--- src/sle_pkg.sv ---
package sle_pkg;

   // Command kinds passed from the front end to the back end
   typedef enum logic [1:0] {
      OP_CHAR      = 2'd0,
      OP_BACKSPACE = 2'd1,
      OP_ENTER     = 2'd2
   } cmd_op_type;

   typedef struct packed {
      cmd_op_type  op;
      logic [6:0]  ch;
   } cmd_type;

   // Result action codes
   localparam logic [1:0] ACT_ECHO  = 2'd0;
   localparam logic [1:0] ACT_ERASE = 2'd1;
   localparam logic [1:0] ACT_LINE  = 2'd2;
   localparam logic [1:0] ACT_EOL   = 2'd3;

   localparam logic [6:0] CH_BACKSPACE = 7'h08;
   localparam logic [6:0] CH_ENTER     = 7'h0A;
   localparam logic [6:0] CH_NONE      = 7'h00;

   localparam logic [6:0] CAPACITY_RESET = 7'd64;

   // Back end sequencer states
   typedef enum logic [1:0] {
      BK_IDLE,
      BK_LINE,
      BK_EOL
   } back_state_type;

   // Set-1 make code to ASCII; zero means no character
   function automatic logic [6:0] key_map(input logic [6:0] code);
      logic [6:0] ch;
      ch = CH_NONE;
      case (code)
         7'd1:    ch = 7'h1B;
         7'd2:    ch = 7'h31;
         7'd3:    ch = 7'h32;
         7'd4:    ch = 7'h33;
         7'd5:    ch = 7'h34;
         7'd6:    ch = 7'h35;
         7'd7:    ch = 7'h36;
         7'd8:    ch = 7'h37;
         7'd9:    ch = 7'h38;
         7'd10:   ch = 7'h39;
         7'd11:   ch = 7'h30;
         7'd12:   ch = 7'h2D;
         7'd13:   ch = 7'h3D;
         7'd14:   ch = CH_BACKSPACE;
         7'd15:   ch = 7'h09;
         7'd16:   ch = 7'h71;
         7'd17:   ch = 7'h77;
         7'd18:   ch = 7'h65;
         7'd19:   ch = 7'h72;
         7'd20:   ch = 7'h74;
         7'd21:   ch = 7'h79;
         7'd22:   ch = 7'h75;
         7'd23:   ch = 7'h69;
         7'd24:   ch = 7'h6F;
         7'd25:   ch = 7'h70;
         7'd26:   ch = 7'h5B;
         7'd27:   ch = 7'h5D;
         7'd28:   ch = CH_ENTER;
         7'd30:   ch = 7'h61;
         7'd31:   ch = 7'h73;
         7'd32:   ch = 7'h64;
         7'd33:   ch = 7'h66;
         7'd34:   ch = 7'h67;
         7'd35:   ch = 7'h68;
         7'd36:   ch = 7'h6A;
         7'd37:   ch = 7'h6B;
         7'd38:   ch = 7'h6C;
         7'd39:   ch = 7'h3B;
         7'd40:   ch = 7'h27;
         7'd41:   ch = 7'h60;
         7'd43:   ch = 7'h5C;
         7'd44:   ch = 7'h7A;
         7'd45:   ch = 7'h78;
         7'd46:   ch = 7'h63;
         7'd47:   ch = 7'h76;
         7'd48:   ch = 7'h62;
         7'd49:   ch = 7'h6E;
         7'd50:   ch = 7'h6D;
         7'd51:   ch = 7'h2C;
         7'd52:   ch = 7'h2E;
         7'd53:   ch = 7'h2F;
         7'd55:   ch = 7'h2A;
         7'd57:   ch = 7'h20;
         default: ch = CH_NONE;
      endcase
      return ch;
   endfunction

endpackage

--- src/scancode_line_editor.sv ---
// Line editor fed by PS/2 set-1 scan codes.
// req_*: one scan code byte per transfer. Releases and keys without a
//   character are taken and dropped without a result.
// rsp_*: results. A character key gives an echo if the line has room,
//   Backspace an erase if it is not empty, Enter every stored character
//   as a line character and then an end-of-line result with tlast high.
//   tlast marks the final result of each scan code; tuser carries the action.
// csr_*: line capacity write (reset 64); at most capacity-1 characters are
//   kept. Write it only while no result is pending.
// Flow: a scan code is classified in its transfer cycle and queued in a
//   two-entry command queue; the back end takes it when idle with its
//   output free, and the result shows on rsp_* the cycle after. Enter on
//   a non-empty line first addresses the line store, then gives one line
//   character per result from its read port, then the end-of-line result.
// Stall: rsp_* holds its result until taken; the queue keeps accepting scan
//   codes until two commands wait. Reset empties the line and the queue;
//   the line store itself is not cleared.
module scancode_line_editor #(
   parameter int LINE_DEPTH = 63
) (
   input  logic        clock,
   input  logic        reset,
   input  logic        req_tvalid,
   output logic        req_tready,
   input  logic [7:0]  req_tdata,   // [7:0] scan_code
   output logic        rsp_tvalid,
   input  logic        rsp_tready,
   output logic [7:0]  rsp_tdata,   // [6:0] character, [7] zero
   output logic [1:0]  rsp_tuser,   // [1:0] action
   output logic        rsp_tlast,   // last
   input  logic        csr_valid,
   output logic        csr_ready,
   input  logic [6:0]  csr_data     // line_capacity
);
   import sle_pkg::*;

   logic       push_valid, push_ready;
   cmd_type    push_cmd;
   logic       pop_valid, pop_ready;
   cmd_type    pop_cmd;
   logic [6:0] capacity_ff;
   logic [1:0] out_action;
   logic [6:0] out_char;

   // Capacity register
   assign csr_ready = 1'b1;

   always_ff @(posedge clock) begin
      if (reset) begin
         capacity_ff <= CAPACITY_RESET;
      end else if (csr_valid && csr_ready) begin
         capacity_ff <= csr_data;
      end
   end

   sle_front u_front (
      .req_tvalid (req_tvalid),
      .req_tready (req_tready),
      .req_tdata  (req_tdata),
      .push_valid (push_valid),
      .push_ready (push_ready),
      .push_cmd   (push_cmd)
   );

   sle_fifo u_fifo (
      .clock      (clock),
      .reset      (reset),
      .push_valid (push_valid),
      .push_ready (push_ready),
      .push_cmd   (push_cmd),
      .pop_valid  (pop_valid),
      .pop_ready  (pop_ready),
      .pop_cmd    (pop_cmd)
   );

   sle_back #(
      .LINE_DEPTH (LINE_DEPTH)
   ) u_back (
      .clock      (clock),
      .reset      (reset),
      .capacity   (capacity_ff),
      .cmd_valid  (pop_valid),
      .cmd_ready  (pop_ready),
      .cmd        (pop_cmd),
      .out_valid  (rsp_tvalid),
      .out_ready  (rsp_tready),
      .out_action (out_action),
      .out_char   (out_char),
      .out_last   (rsp_tlast)
   );

   assign rsp_tdata = {1'b0, out_char};
   assign rsp_tuser = out_action;

endmodule

--- src/sle_ram.sv ---
module sle_ram #(
   parameter int WIDTH = 7,
   parameter int DEPTH = 63
) (
   input  logic                              clock,
   input  logic                              wr_en,
   input  logic [(DEPTH > 1 ? $clog2(DEPTH) : 1)-1:0] wr_addr,
   input  logic [WIDTH-1:0]                  wr_data,
   input  logic [(DEPTH > 1 ? $clog2(DEPTH) : 1)-1:0] rd_addr,
   output logic [WIDTH-1:0]                  rd_data
);

   logic [WIDTH-1:0] mem_ff [DEPTH];
   logic [WIDTH-1:0] rd_data_ff;

   always_ff @(posedge clock) begin
      if (wr_en) begin
         mem_ff[wr_addr] <= wr_data;
      end
      rd_data_ff <= mem_ff[rd_addr];
   end

   assign rd_data = rd_data_ff;

endmodule

--- src/sle_front.sv ---
module sle_front (
   input  logic             req_tvalid,
   output logic             req_tready,
   input  logic [7:0]       req_tdata,
   output logic             push_valid,
   input  logic             push_ready,
   output sle_pkg::cmd_type push_cmd
);
   import sle_pkg::*;

   logic [6:0] mapped;
   logic       keep;

   // Drop releases and unmapped keys; sort the rest into commands
   always_comb begin
      mapped          = key_map(req_tdata[6:0]);
      keep            = !req_tdata[7] && (mapped != CH_NONE);
      push_cmd.ch     = mapped;
      push_cmd.op     = OP_CHAR;
      unique case (mapped)
         CH_BACKSPACE: push_cmd.op = OP_BACKSPACE;
         CH_ENTER:     push_cmd.op = OP_ENTER;
         default:      push_cmd.op = OP_CHAR;
      endcase
   end

   assign req_tready = push_ready;
   assign push_valid = req_tvalid && keep;

endmodule

--- src/sle_fifo.sv ---
module sle_fifo (
   input  logic             clock,
   input  logic             reset,
   input  logic             push_valid,
   output logic             push_ready,
   input  sle_pkg::cmd_type push_cmd,
   output logic             pop_valid,
   input  logic             pop_ready,
   output sle_pkg::cmd_type pop_cmd
);
   import sle_pkg::*;

   cmd_type    entry_ff [2];
   logic       wr_ptr_ff, wr_ptr_in;
   logic       rd_ptr_ff, rd_ptr_in;
   logic [1:0] count_ff, count_in;
   logic       do_push, do_pop;

   assign push_ready = (count_ff != 2'd2);
   assign pop_valid  = (count_ff != 2'd0);
   assign pop_cmd    = entry_ff[rd_ptr_ff];
   assign do_push    = push_valid && push_ready;
   assign do_pop     = pop_valid && pop_ready;

   // Pointer and occupancy update
   always_comb begin
      wr_ptr_in = do_push ? !wr_ptr_ff : wr_ptr_ff;
      rd_ptr_in = do_pop ? !rd_ptr_ff : rd_ptr_ff;
      count_in  = count_ff;
      if (do_push && !do_pop) begin
         count_in = count_ff + 2'd1;
      end else if (do_pop && !do_push) begin
         count_in = count_ff - 2'd1;
      end
   end

   always_ff @(posedge clock) begin
      if (reset) begin
         wr_ptr_ff <= 1'b0;
         rd_ptr_ff <= 1'b0;
         count_ff  <= 2'd0;
      end else begin
         wr_ptr_ff <= wr_ptr_in;
         rd_ptr_ff <= rd_ptr_in;
         count_ff  <= count_in;
      end
   end

   always_ff @(posedge clock) begin
      if (do_push) begin
         entry_ff[wr_ptr_ff] <= push_cmd;
      end
   end

endmodule

--- src/sle_back.sv ---
module sle_back #(
   parameter int LINE_DEPTH = 63
) (
   input  logic             clock,
   input  logic             reset,
   input  logic [6:0]       capacity,
   input  logic             cmd_valid,
   output logic             cmd_ready,
   input  sle_pkg::cmd_type cmd,
   output logic             out_valid,
   input  logic             out_ready,
   output logic [1:0]       out_action,
   output logic [6:0]       out_char,
   output logic             out_last
);
   import sle_pkg::*;

   localparam int AW = (LINE_DEPTH > 1) ? $clog2(LINE_DEPTH) : 1;
   localparam int FW = $clog2(LINE_DEPTH + 1);

   back_state_type state_ff, state_in;
   logic [FW-1:0]  fill_ff, fill_in;
   logic [AW-1:0]  idx_ff, idx_in;
   logic           valid_ff, valid_in;
   logic [1:0]     action_ff, action_in;
   logic [6:0]     char_ff, char_in;
   logic           last_ff, last_in;

   logic           slot_free;
   logic [6:0]     limit;
   logic           wr_en;
   logic [6:0]     rd_data;
   logic           last_char;

   // Usable characters: capacity minus one, saturated to the store depth
   always_comb begin
      if (capacity == 7'd0) begin
         limit = 7'd0;
      end else if ((capacity - 7'd1) > 7'(LINE_DEPTH)) begin
         limit = 7'(LINE_DEPTH);
      end else begin
         limit = capacity - 7'd1;
      end
   end

   assign slot_free = !valid_ff || out_ready;
   assign last_char = (FW'(idx_ff) + FW'(1)) == fill_ff;

   // Command sequencer and output register load
   always_comb begin
      state_in  = state_ff;
      fill_in   = fill_ff;
      idx_in    = idx_ff;
      valid_in  = valid_ff && !out_ready;
      action_in = action_ff;
      char_in   = char_ff;
      last_in   = last_ff;
      cmd_ready = 1'b0;
      wr_en     = 1'b0;
      unique case (state_ff)
         BK_IDLE: begin
            cmd_ready = slot_free;
            if (cmd_valid && slot_free) begin
               unique case (cmd.op)
                  OP_CHAR: begin
                     if (7'(fill_ff) < limit) begin
                        wr_en     = 1'b1;
                        fill_in   = fill_ff + FW'(1);
                        valid_in  = 1'b1;
                        action_in = ACT_ECHO;
                        char_in   = cmd.ch;
                        last_in   = 1'b1;
                     end
                  end
                  OP_BACKSPACE: begin
                     if (fill_ff != '0) begin
                        fill_in   = fill_ff - FW'(1);
                        valid_in  = 1'b1;
                        action_in = ACT_ERASE;
                        char_in   = CH_NONE;
                        last_in   = 1'b1;
                     end
                  end
                  OP_ENTER: begin
                     if (fill_ff == '0) begin
                        valid_in  = 1'b1;
                        action_in = ACT_EOL;
                        char_in   = CH_NONE;
                        last_in   = 1'b1;
                     end else begin
                        idx_in   = '0;
                        state_in = BK_LINE;
                     end
                  end
                  default: begin
                  end
               endcase
            end
         end
         BK_LINE: begin
            // the store read is registered on idx_in, so rd_data holds the character at idx_ff
            if (slot_free) begin
               valid_in  = 1'b1;
               action_in = ACT_LINE;
               char_in   = rd_data;
               last_in   = 1'b0;
               if (last_char) begin
                  state_in = BK_EOL;
               end else begin
                  idx_in = idx_ff + AW'(1);
               end
            end
         end
         BK_EOL: begin
            if (slot_free) begin
               valid_in  = 1'b1;
               action_in = ACT_EOL;
               char_in   = CH_NONE;
               last_in   = 1'b1;
               fill_in   = '0;
               state_in  = BK_IDLE;
            end
         end
         default: state_in = BK_IDLE;
      endcase
   end

   always_ff @(posedge clock) begin
      if (reset) begin
         state_ff <= BK_IDLE;
         fill_ff  <= '0;
         valid_ff <= 1'b0;
      end else begin
         state_ff <= state_in;
         fill_ff  <= fill_in;
         valid_ff <= valid_in;
      end
   end

   always_ff @(posedge clock) begin
      idx_ff    <= idx_in;
      action_ff <= action_in;
      char_ff   <= char_in;
      last_ff   <= last_in;
   end

   sle_ram #(
      .WIDTH (7),
      .DEPTH (LINE_DEPTH)
   ) u_line_store (
      .clock   (clock),
      .wr_en   (wr_en),
      .wr_addr (fill_ff[AW-1:0]),
      .wr_data (cmd.ch),
      .rd_addr (idx_in),
      .rd_data (rd_data)
   );

   assign out_valid  = valid_ff;
   assign out_action = action_ff;
   assign out_char   = char_ff;
   assign out_last   = last_ff;

   // Checks
   a_fill_bound: assert property (@(posedge clock) disable iff (reset)
      fill_ff <= FW'(LINE_DEPTH))
      else $error("fill count beyond store depth");

   a_line_not_last: assert property (@(posedge clock) disable iff (reset)
      valid_ff && (action_ff == ACT_LINE) |-> !last_ff)
      else $error("line character marked last");

   a_other_last: assert property (@(posedge clock) disable iff (reset)
      valid_ff && (action_ff != ACT_LINE) |-> last_ff)
      else $error("single result not marked last");

   a_idx_in_line: assert property (@(posedge clock) disable iff (reset)
      (state_ff == BK_LINE) |-> (FW'(idx_ff) < fill_ff))
      else $error("stream index past fill count");

   a_eol_clears: assert property (@(posedge clock) disable iff (reset)
      (state_ff == BK_EOL) && slot_free |=> (fill_ff == '0) && (state_ff == BK_IDLE))
      else $error("end of line did not empty the line");

endmodule
--- config.mk ---
export PLATFORM = sky130hd
export DESIGN_NAME = scancode_line_editor
export DESIGN_NICKNAME = d
export VERILOG_FILES = /design/src/sle_pkg.sv /design/src/scancode_line_editor.sv /design/src/sle_ram.sv /design/src/sle_front.sv /design/src/sle_fifo.sv /design/src/sle_back.sv
export SDC_FILE = /design/constraint.sdc
export NUM_CORES = 1
export LEC_CHECK = 0
export ABC_CLOCK_PERIOD_IN_PS = 9040
export BUFFER_PORTS_ARGS = -buffer_cell sky130_fd_sc_hd__buf_2
export CAP_MARGIN = 20
export CORE_ASPECT_RATIO = 0.7
export CORE_MARGIN = 8
export CORE_UTILIZATION = 35
export CTS_BUF_LIST = sky130_fd_sc_hd__clkbuf_16
export CTS_CLUSTER_DIAMETER = 80
export DETAILED_ROUTE_END_ITERATION = 12
export PLACE_DENSITY = 0.55
export SYNTH_ARGS = -nofsm -noshare
export SYNTH_HDL_FRONTEND = slang
export SYNTH_SLANG_ARGS = --single-unit
--- constraint.sdc ---
create_clock -name clock -period 9.04 [get_ports clock]
set_input_delay 1.808 -clock clock [delete_from_list [all_inputs] [get_ports clock]]
set_output_delay 1.808 -clock clock [all_outputs]
set_load 0.01 [all_outputs]
==> results.yml, run 1 <==
clock_network:
  htreeDepth: 2
  clk_latency_ps: 600
  clk_pin_slew_worst_paths_ps: 60
  cts_buffers: 51
  cts_tree: "done"
  postCtsHoldBufs: 0
  post-cts-setup-buffer-count: 0
  post_cts_resized: 0
  root_buffer: "clkbuf_16"
  cts.sinks: 503
  ctsLongestPathBuffers: 3
die:
  dieArea_sq_um: 70200
  rows: 76
  core_area_sq_um: 61300
  pin_count: 34
  die_w_microns: 313
  fp.dieH_microns: 224
  start_util_pct: 35.3
placed_design:
  globalplace.congestion: 0.834
  hpwl_mm: 36.0
  placed_area_sq_um: 22400
  portBuffers: 31
  pre_cts_ws_ps: 2570
timing:
  slew_viol_final: 0
  timing.slew.headroom_pct: 30.0
  grt_setup_unrepaired: "false"
  fin_skew_ps: 26.0
  setup_tns_ps: 0
  setup_violations: 0
  period_needed_ps: 6030
  layout_setup_ws_ps: 3010
  worst_pin_slew_ps: 1050
  max_freq_mhz: 166
  hold_viol: 0
  finalCritPeriodShare_pct: 66.7
yosys:
  synth-edff-count: 469
  seq_area_frac_synth_pct: 68.2
  async_reset_ff_share_pct: 0
  ys_ff_latch: 503
  synth_top_cell_area_share_pct: 65.1
  yosysTopAreaCell: "edfxtp_1"
  synth.cell_area_sq_um: 21600
  syn_nets: 1754
  syn_inst: 1703
  yosysWarnings: 0
  netlist_top_cells_area: "edfxtp_1 65%, a21oi_1 5.3%, nand2_1 4.6%, dfxtp_1 3.1%, a22oi_1 2.4%"
  synth_flop_cell: "edfxtp_1"
  yosysUniqueCellTypes: 71
  syn_avg_cell_area_sq_um: 12.7
global_routing:
  grt_pass1_wl_mm: 87.9
  overflow: 0
  grt_pass1_vias: 13540
  grtUsageTotal_pct: 16.1
  grt_antenna_before_repair: 0
  grt_start_max_net_pins: 114
route:
  ant_nets: 0
  wl_per_cell_microns: 22.9
  drt_iter0_markers: 1521
  wl_mm: 58.5
  drc: 0
  num_vias: 14236
  vias_per_cell: 5.57
  dr.pass1.iters: 5
final_layout:
  areaGrowthSynthToFinish_pct: 11.4
  diodes: 0
  utilization_pct: 39.3
  nets: 1747
  final_area_sq_um: 24100
  layout-drive-gt1-share_pct: 9.26
pwr:
  p_per_area_nw_per_um2: 319
  ir_drop_v: 0.000166
  leakage_nw: 8.06
worst_hold_path:
  worst_hold_path_type: "flip-flop to flip-flop"
  min_to: "u_fifo.count_ff[1]"
  min_from: "u_fifo.count_ff[1]"
  hold-path-cell-count: 2
worst_setup_path:
  worstSetupPathType: "input pin to flip-flop"
  crit_path_end_kind: "flip-flop"
  worstPathRequired_ps: 9590
  cp_max_fo: 113
  rr_endpoint: "u_back.u_line_store.rd_data[6]"
  cp.arrival_ps: 6580
  reg2reg_depth: 12
  start_kind: "input pin"
  reg2reg_from: "u_back.fill_ff[5]"
  ff2ff_setup_slack_ps: 3580
run_status:
  run_status: "completed"
flow_run:
  maxCapViolations: 0
[layer usage]
metal	up-vias	track usage [%]	share of wire, %	wire length, microns
met5	-	0	0	0
met4	0	4.87	2.8	1670
met3	104	3.98	9.3	5410
met2	639	22.8	42	24300
met1	7068	24.2	46	27100
li1	6425	-	-	-
[layout make-up]
type | count | area, sq um
fill | 5774 | 37200
clock inverter | 43 | 433
timing repair buffer | 50 | 302
tap | 819 | 1020
inverter | 23 | 91.3
clock buffer | 52 | 1300
multi-input combinational | 1067 | 6190
sequential | 503 | 14800
[placed cells by master (no fill, tap or decap), types with 6 or more instances in the layout]
| cell type | count |
|---|---|
| o21ai_0 | 25 |
| a311oi_1 | 6 |
| a32oi_1 | 6 |
| a211oi_1 | 23 |
| mux2_2 | 10 |
| a21o_1 | 6 |
| bufinv_16 | 8 |
| a22o_1 | 8 |
| nor3_1 | 31 |
| clkbuf_16 | 52 |
| nor4_1 | 6 |
| buf_2 | 31 |
| nor2_1 | 122 |
| xnor2_1 | 10 |
| inv_1 | 25 |
| a221oi_1 | 34 |
| xor2_1 | 11 |
| ha_1 | 30 |
| a21oi_1 | 230 |
| a2111oi_0 | 9 |
| or3_1 | 16 |
| edfxtp_1 | 469 |
| nand3_1 | 20 |
| dfxtp_1 | 34 |
| clkinv_2 | 12 |
| mux2i_1 | 33 |
| nand2b_1 | 7 |
| buf_4 | 18 |
| a22oi_1 | 68 |
| nand2_1 | 267 |
| o211ai_1 | 6 |
| nor2b_1 | 8 |
| clkinv_1 | 10 |
[worst max path at each step]
stage	start	slack [ps]	end
2_1_floorplan	req_tdata[1]	4050	u_fifo.entry_ff[0][0]
3_3_place_gp	rsp_tready	2580	u_back.u_line_store.rd_data[0]
3_5_place_dp	rsp_tready	2570	u_back.u_line_store.rd_data[0]
4_1_cts	rsp_tready	3200	u_back.u_line_store.rd_data[0]
5_1_grt	rsp_tready	2700	u_back.u_line_store.rd_data[0]
6_report	rsp_tready	3010	u_back.u_line_store.rd_data[6]
[cells in the mapped netlist (all sizes together) (3+ instances only)]
master	number
o21ai	26
inv	22
nor4	6
a221oi	34
o311ai	3
xor2	11
or3b	3
and2	6
a32oi	6
nand2b	7
a211oi	23
a31oi	3
nor3	32
or3	16
a2111oi	10
nand3	20
mux2	10
or2	4
a21o	6
o221ai	3
nor2	122
a311oi	6
ha	30
nand3b	5
nand2	267
clkbuf	43
dfxtp	34
o211a	4
a21oi	230
and3	7
o22ai	4
o211ai	6
mux2i	33
a22oi	69
nor2b	8
xnor2	10
a22o	8
edfxtp	469
buf	67
[where the power goes]
part	leakage [nW]	internal (mW)	switching, mW
clock network	0.870	1.28	0.917
logic	2.68	0.776	1.85
registers	4.51	2.78	0.0880
[worst max-delay path, cell delays in order]
cell       delay, ps
buf_2            110
nor2b_1          570
or3_1            340
a2bb2oi_2        320
a22oi_2          150
and3_4           390
inv_6            650
buf_4            570
a21oi_1          140
a22oi_1          240
a211oi_1         100
nor3_1           820
or3_1            200
[sequential cells by signal, indices dropped and copies added, names as in the netlist, named ones only]
| signal | flops |
|---|---|
| u_back.idx_ff | 6 |
| u_fifo.rd_ptr_ff | 1 |
| u_back.u_line_store.mem_ff | 441 |
| capacity_ff | 7 |
| u_back.out_last | 1 |
| u_back.out_action | 2 |
| u_back.out_valid | 1 |
| u_back.u_line_store.rd_data | 7 |
| u_fifo.count_ff | 2 |
| u_back.fill_ff | 6 |
| u_back.out_char | 7 |
| u_fifo.entry_ff | 18 |
| u_fifo.wr_ptr_ff | 1 |
| u_back.state_ff | 2 |
[cells by family (layout without fill, tap and decap cells)]
group / after synthesis / after routing / share of synthesized area [%]
other: 2 / 2 / 0.0347
flip-flops: 503 / 503 / 68.2
XOR/XNOR: 21 / 21 / 0.850
adder cells (fa/ha/maj): 31 / 31 / 1.83
AO/OA/AOI/OAI: 460 / 460 / 13.7
AND/OR/NAND/NOR: 510 / 510 / 10.1
multiplexers: 43 / 43 / 2.05
buffers and inverters: 133 / 168 / 3.23
[metrics by stage]
step	std cells	hold WS [ps]	power, mW
3_3_place_gp	2461	488	5.48
4_1_cts	2557	515	7.71
5_1_grt	2557	537	8.05
6_report	2557	518	7.69
2_1_floorplan	1703	472	4.76
3_5_place_dp	2462	504	5.51
Power figures use the tool's default switching activity.
==> run 2, diff against run 1 <==
--- a/config.mk
+++ b/config.mk
@@ -5,7 +5,7 @@
 export SDC_FILE = /design/constraint.sdc
 export NUM_CORES = 1
 export LEC_CHECK = 0
-export ABC_CLOCK_PERIOD_IN_PS = 9040
+export ABC_CLOCK_PERIOD_IN_PS = 5700
 export BUFFER_PORTS_ARGS = -buffer_cell sky130_fd_sc_hd__buf_2
 export CAP_MARGIN = 20
 export CORE_ASPECT_RATIO = 0.7
==> constraint.sdc (replaced) <==
create_clock -name clock -period 5.7 [get_ports clock]
set_input_delay 1.14 -clock clock [delete_from_list [all_inputs] [get_ports clock]]
set_output_delay 1.14 -clock clock [all_outputs]
set_load 0.01 [all_outputs]
==> run 2 against run 1 <==
  * First-iteration DRC count is 19% higher
  * Non-clock buffer count is 11 higher
  * Sequential cell count stayed put
  * Die area stayed put
  * Sequential share of layout area hardly changed
  * Register-to-register slack worse by 2800 ps
  * Critical path type is now flip-flop to flip-flop
  * Critical endpoint unchanged
  * Highest routed layer unchanged
==> results.yml, run 2 (same netlist as run 1, synthesis figures left out) <==
run_status:
  run_status: "completed"
worst_setup_path:
  start_kind: "flip-flop"
  cp.arrival_ps: 5350
  crit_path_end_kind: "flip-flop"
  crit_top_cell: "or3_1"
  crit_chain: "or3_1 > o41ai_4 > a2bb2oi_2 > a22oi_2 > and3_4 > buf_12 > buf_4 > nand2_1 > a22oi_1 > a2111oi_0 > nor3_1 > or3_1"
  cp_max_fo: 125
  worstSetupPathType: "flip-flop to flip-flop"
  max_stage_delay_ps: 780
  ff2ff_setup_slack_ps: 830
  worstPathRequired_ps: 6180
  critPathSlowestCell: "a2111oi_0"
clock_network:
  cts_buffers: 51
  ctsLongestPathBuffers: 3
  clk_latency_ps: 610
  post_cts_resized: 0
  postCtsHoldBufs: 0
  cts.sinks: 503
  htreeDepth: 2
  clk_pin_slew_worst_paths_ps: 60
  post-cts-setup-buffer-count: 0
  cts_tree: "done"
  root_buffer: "clkbuf_16"
die:
  fp.dieH_microns: 224
  dieArea_sq_um: 70200
  rows: 76
  pin_count: 34
  core_area_sq_um: 61300
  start_util_pct: 35.3
  die_w_microns: 313
timing:
  setup_tns_ps: 0
  grt_setup_unrepaired: "false"
  setup_violations: 0
  fin_skew_ps: 32.1
  worst_pin_slew_ps: 1100
  timing.slew.headroom_pct: 26.8
  max_freq_mhz: 205
  finalCritPeriodShare_pct: 85.5
  hold_viol: 0
  slew_viol_final: 0
  worst_hold_slack_ps: 513
  period_needed_ps: 4870
final_layout:
  stdcell_count: 2569
  fill_cells: 5766
  diodes: 0
  max_flop_register: "u_back.u_line_store.mem_ff"
  multi_input_area_sq_um: 6190
  mostFrequentLayoutCells: "469 x edfxtp_1, 267 x nand2_1, 230 x a21oi_1, 122 x nor2_1, 68 x a22oi_1"
  top_regs: "u_back.u_line_store.mem_ff (441), u_fifo.entry_ff (18)"
  nets: 1758
  areaGrowthSynthToFinish_pct: 11.4
  layout_commonest_cell: "edfxtp_1"
  layout-drive-gt1-share_pct: 9.43
  largest_reg_flops: 441
  regArea_sq_um: 14800
pwr:
  ir_drop_v: 0.000436
  p_per_area_nw_per_um2: 499
  leakage_nw: 8.10
  total_power_mw: 12.0
route:
  drc: 0
  wl_per_cell_microns: 22.7
  wl_met1_mm: 26.4
  top_layer: "met4"
  dr.pass1.iters: 7
  met3_length_mm: 5.33
  num_vias: 14102
  vias_per_cell: 5.49
  wl_mm: 58.4
  met2_length_mm: 25.3
  drt_iter0_markers: 1806
  ant_nets: 0
placed_design:
  dp_cells: 2473
  globalplace.congestion: 0.851
  portBuffers: 31
  hpwl_mm: 35.7
global_routing:
  grt_antenna_before_repair: 1
  overflow: 0
  grtUsageTotal_pct: 16.1
  grt_start_max_net_pins: 126
  grt_pass1_vias: 13540
  grt_pass1_wl_mm: 87.4
worst_hold_path:
  worst_hold_path_type: "flip-flop to flip-flop"
flow_run:
  maxCapViolations: 0
run 2: changes by cell type in the layout (fill, tap and decap cells not counted):
cell        before  now
inv_8            1    0
buf_12           0    4
bufinv_16        8    3
clkinv_1        10    9
inv_6            4    3
buf_4           18   25
inv_1           25   34
clkinvlp_4       3    4
clkinv_2        12   11
run 2: power breakdown:
part	internal (mW)	leakage (nW)	total [mW]	switching, mW
logic	1.29	2.76	4.26	2.97
clock network	1.79	0.831	3.22	1.43
registers	4.41	4.51	4.54	0.134
total	7.49	8.10	12.0	4.53
run 2: worst max-delay path: cells and delay by family (launching register included):
| kind | cells | cell delay [ps] |
|---|---|---|
| compound gates | 5 | 1840 |
| buf+inv | 2 | 670 |
| flops | 1 | 540 |
| simple gates | 5 | 1610 |
run 2: per-layer routing:
layer,GRT usage [%],up-vias
met5,0,-
met4,4.54,0
met3,3.52,88
met2,23.8,631
met1,23.7,6956
li1,-,6427
run 2: path summary, 6_finish.rpt:
check | start | to | depth (start not counted)
hold reg to reg | u_fifo.rd_ptr_ff | u_fifo.rd_ptr_ff | 2
setup / recovery | u_back.fill_ff[4] | u_back.u_line_store.rd_data[6] | 12
setup reg to reg | u_back.fill_ff[4] | u_back.u_line_store.rd_data[6] | 12
hold / removal | u_fifo.rd_ptr_ff | u_fifo.rd_ptr_ff | 2
run 2: through the flow:
step           util (%)  cell area, sq um  worst slack (ps)
2_1_floorplan         -             21600              1380
3_3_place_gp       36.7             22500               678
3_5_place_dp       36.7             22500               644
4_1_cts            39.3             24100               943
5_1_grt            39.3             24100               663
6_report           39.3             24100               825
run 2: area by class of cell:
class | count | area share [%]
Inverter | 23 | 0.379
Timing Repair Buffer | 61 | 1.80
Clock inverter | 44 | 1.23
Multi-Input combinational cell | 1067 | 25.7
Sequential cell | 503 | 61.3
Clock buffer | 52 | 5.40
Tap cell | 819 | 4.25
==> run 3, diff against run 2 <==
--- a/config.mk
+++ b/config.mk
@@ -14,7 +14,8 @@
 export CTS_BUF_LIST = sky130_fd_sc_hd__clkbuf_16
 export CTS_CLUSTER_DIAMETER = 80
 export DETAILED_ROUTE_END_ITERATION = 12
-export PLACE_DENSITY = 0.55
+export GPL_TIMING_DRIVEN = 0
+export SLEW_MARGIN = 20
 export SYNTH_ARGS = -nofsm -noshare
 export SYNTH_HDL_FRONTEND = slang
 export SYNTH_SLANG_ARGS = --single-unit
==> run 3 against run 2 <==
  * First-iteration DRC count rose by 12%
  * Sequential power fell by 1%
  * Wire length rose by 7.4%
  * Non-clock buffer count rose by 80
  * Largest cell class unchanged
==> results.yml, run 3 (same netlist as run 1, synthesis figures left out) <==
final_layout:
  nets: 1837
  layout-drive-gt1-share_pct: 10.6
  stdcell_count: 2646
  largest_reg_flops: 441
  max_flop_register: "u_back.u_line_store.mem_ff"
  mostFrequentLayoutCells: "469 x edfxtp_1, 267 x nand2_1, 230 x a21oi_1, 122 x nor2_1, 68 x a22oi_1"
  fill_cells: 5712
  top_regs: "u_back.u_line_store.mem_ff (441), u_fifo.entry_ff (18)"
  final_area_sq_um: 24500
  diodes: 0
  layout_commonest_cell: "edfxtp_1"
  areaGrowthSynthToFinish_pct: 13.0
clock_network:
  post_cts_resized: 0
  cts.sinks: 503
  post-cts-setup-buffer-count: 0
  cts_buffers: 50
  clk_latency_ps: 610
  htreeDepth: 2
  cts_tree: "done"
  root_buffer: "clkbuf_16"
  clk_pin_slew_worst_paths_ps: 60
  postCtsHoldBufs: 0
  ctsLongestPathBuffers: 3
route:
  vias_per_cell: 5.67
  num_vias: 15002
  dr.pass1.iters: 5
  drt_iter0_markers: 2018
  wl_per_cell_microns: 23.7
  wl_mm: 62.6
  drc: 0
  ant_nets: 0
global_routing:
  grtUsageTotal_pct: 17.2
  grt_pass1_vias: 14305
  grt_busiest_layer: "met1"
  grt_start_max_net_pins: 65
  grt_util_met2_pct: 24.6
  overflow: 0
  use_met1_pct: 25.0
  grt_antenna_before_repair: 1
  grt_pass1_wl_mm: 92.2
  met3_usage_pct: 5.28
timing:
  period_needed_ps: 5320
  hold_viol: 0
  setup_tns_ps: 0
  finalCritPeriodShare_pct: 93.4
  setup_violations: 0
  max_freq_mhz: 188
  layout_setup_ws_ps: 377
  fin_skew_ps: 28.2
  worst_pin_slew_ps: 1190
  grt_setup_unrepaired: "false"
  timing.slew.headroom_pct: 18.7
  slew_viol_final: 0
die:
  fp.dieH_microns: 224
  dieArea_sq_um: 70200
  die_w_microns: 313
  rows: 76
  start_util_pct: 35.3
  core_area_sq_um: 61300
  pin_count: 34
flow_run:
  maxCapViolations: 0
worst_hold_path:
  worst_hold_path_type: "flip-flop to flip-flop"
placed_design:
  placed_area_sq_um: 22900
  globalplace.congestion: 0.949
  dp_cells: 2552
  hpwl_mm: 42.4
  portBuffers: 27
  pre_cts_ws_ps: 325
pwr:
  ir_drop_v: 0.000239
  p_per_area_nw_per_um2: 520
  total_power_mw: 12.7
  leakage_nw: 8.29
worst_setup_path:
  worstSetupPathType: "flip-flop to flip-flop"
  worst-path-buf-inv: 5
  critPathSlowestCell: "a2111oi_0"
  start_kind: "flip-flop"
  critical_path.top_delay_family: "compound AO/OA/AOI/OAI gates"
  cp.arrival_ps: 5790
  max_stage_delay_ps: 1060
  worstPathRequired_ps: 6170
  cp_max_fo: 10
  crit_chain: "clkbuf_1 > mux2i_1 > ha_1 > o41ai_4 > a2bb2oi_2 > a22oi_2 > and3_1 > buf_6 > inv_6 > buf_8 > buf_2 > a21oi_1 > a22oi_1 > a2111oi_0 > nor3_1 > or3_1"
  crit_path_end_kind: "flip-flop"
run_status:
  run_status: "completed"
[run 3: cell count changes in the layout (fill, tap and decap cells not counted), sizes merged]
cell	previous run	this run
inv	39	34
clkinv	21	25
clkinvlp	4	3
buf	61	97
clkbuf	52	95
[run 3: path summary, 6_finish.rpt]
kind / to / depth (start not counted) / slack [ps] / from
worst max-delay path: u_back.u_line_store.rd_data[3] / 16 / 380 / flip-flop
worst min-delay path: u_back.out_char[0] / 1 / 520 / u_back.u_line_store.rd_data[0]
worst max register to register: u_back.u_line_store.rd_data[3] / 16 / 380 / flip-flop
worst min register to register: u_back.out_char[0] / 1 / 520 / u_back.u_line_store.rd_data[0]
[run 3: routing by layer]
metal  up-vias  share of wire [%]
met5         -              0.021
met4         2                2.7
met3       118                 12
met2       827                 42
met1      7455                 44
li1       6600                  -
[run 3: power by group]
group / total, mW / internal (mW) / switching, mW
logic: 5.02 / 1.50 / 3.53
clock network: 3.20 / 1.77 / 1.43
registers: 4.48 / 4.41 / 0.0714
[run 3: per-stage QoR]
step,util (%),hold WS (ps)
after floorplan,-,472
after global placement,37.2,482
after detailed placement,37.3,497
after CTS,39.9,511
after global routing,39.9,537
final,39.9,518
[run 3: area by class of cell]
class | instances | area, sq um | area share, %
timing repair buffer | 31 | 188 | 0.767
inverter | 23 | 91.3 | 0.373
sequential | 503 | 14800 | 60.4
buffer | 110 | 607 | 2.48
clock buffer | 51 | 1280 | 5.22
multi-input combinational | 1067 | 6210 | 25.4
tap | 819 | 1020 | 4.19
clock inverter | 42 | 297 | 1.21
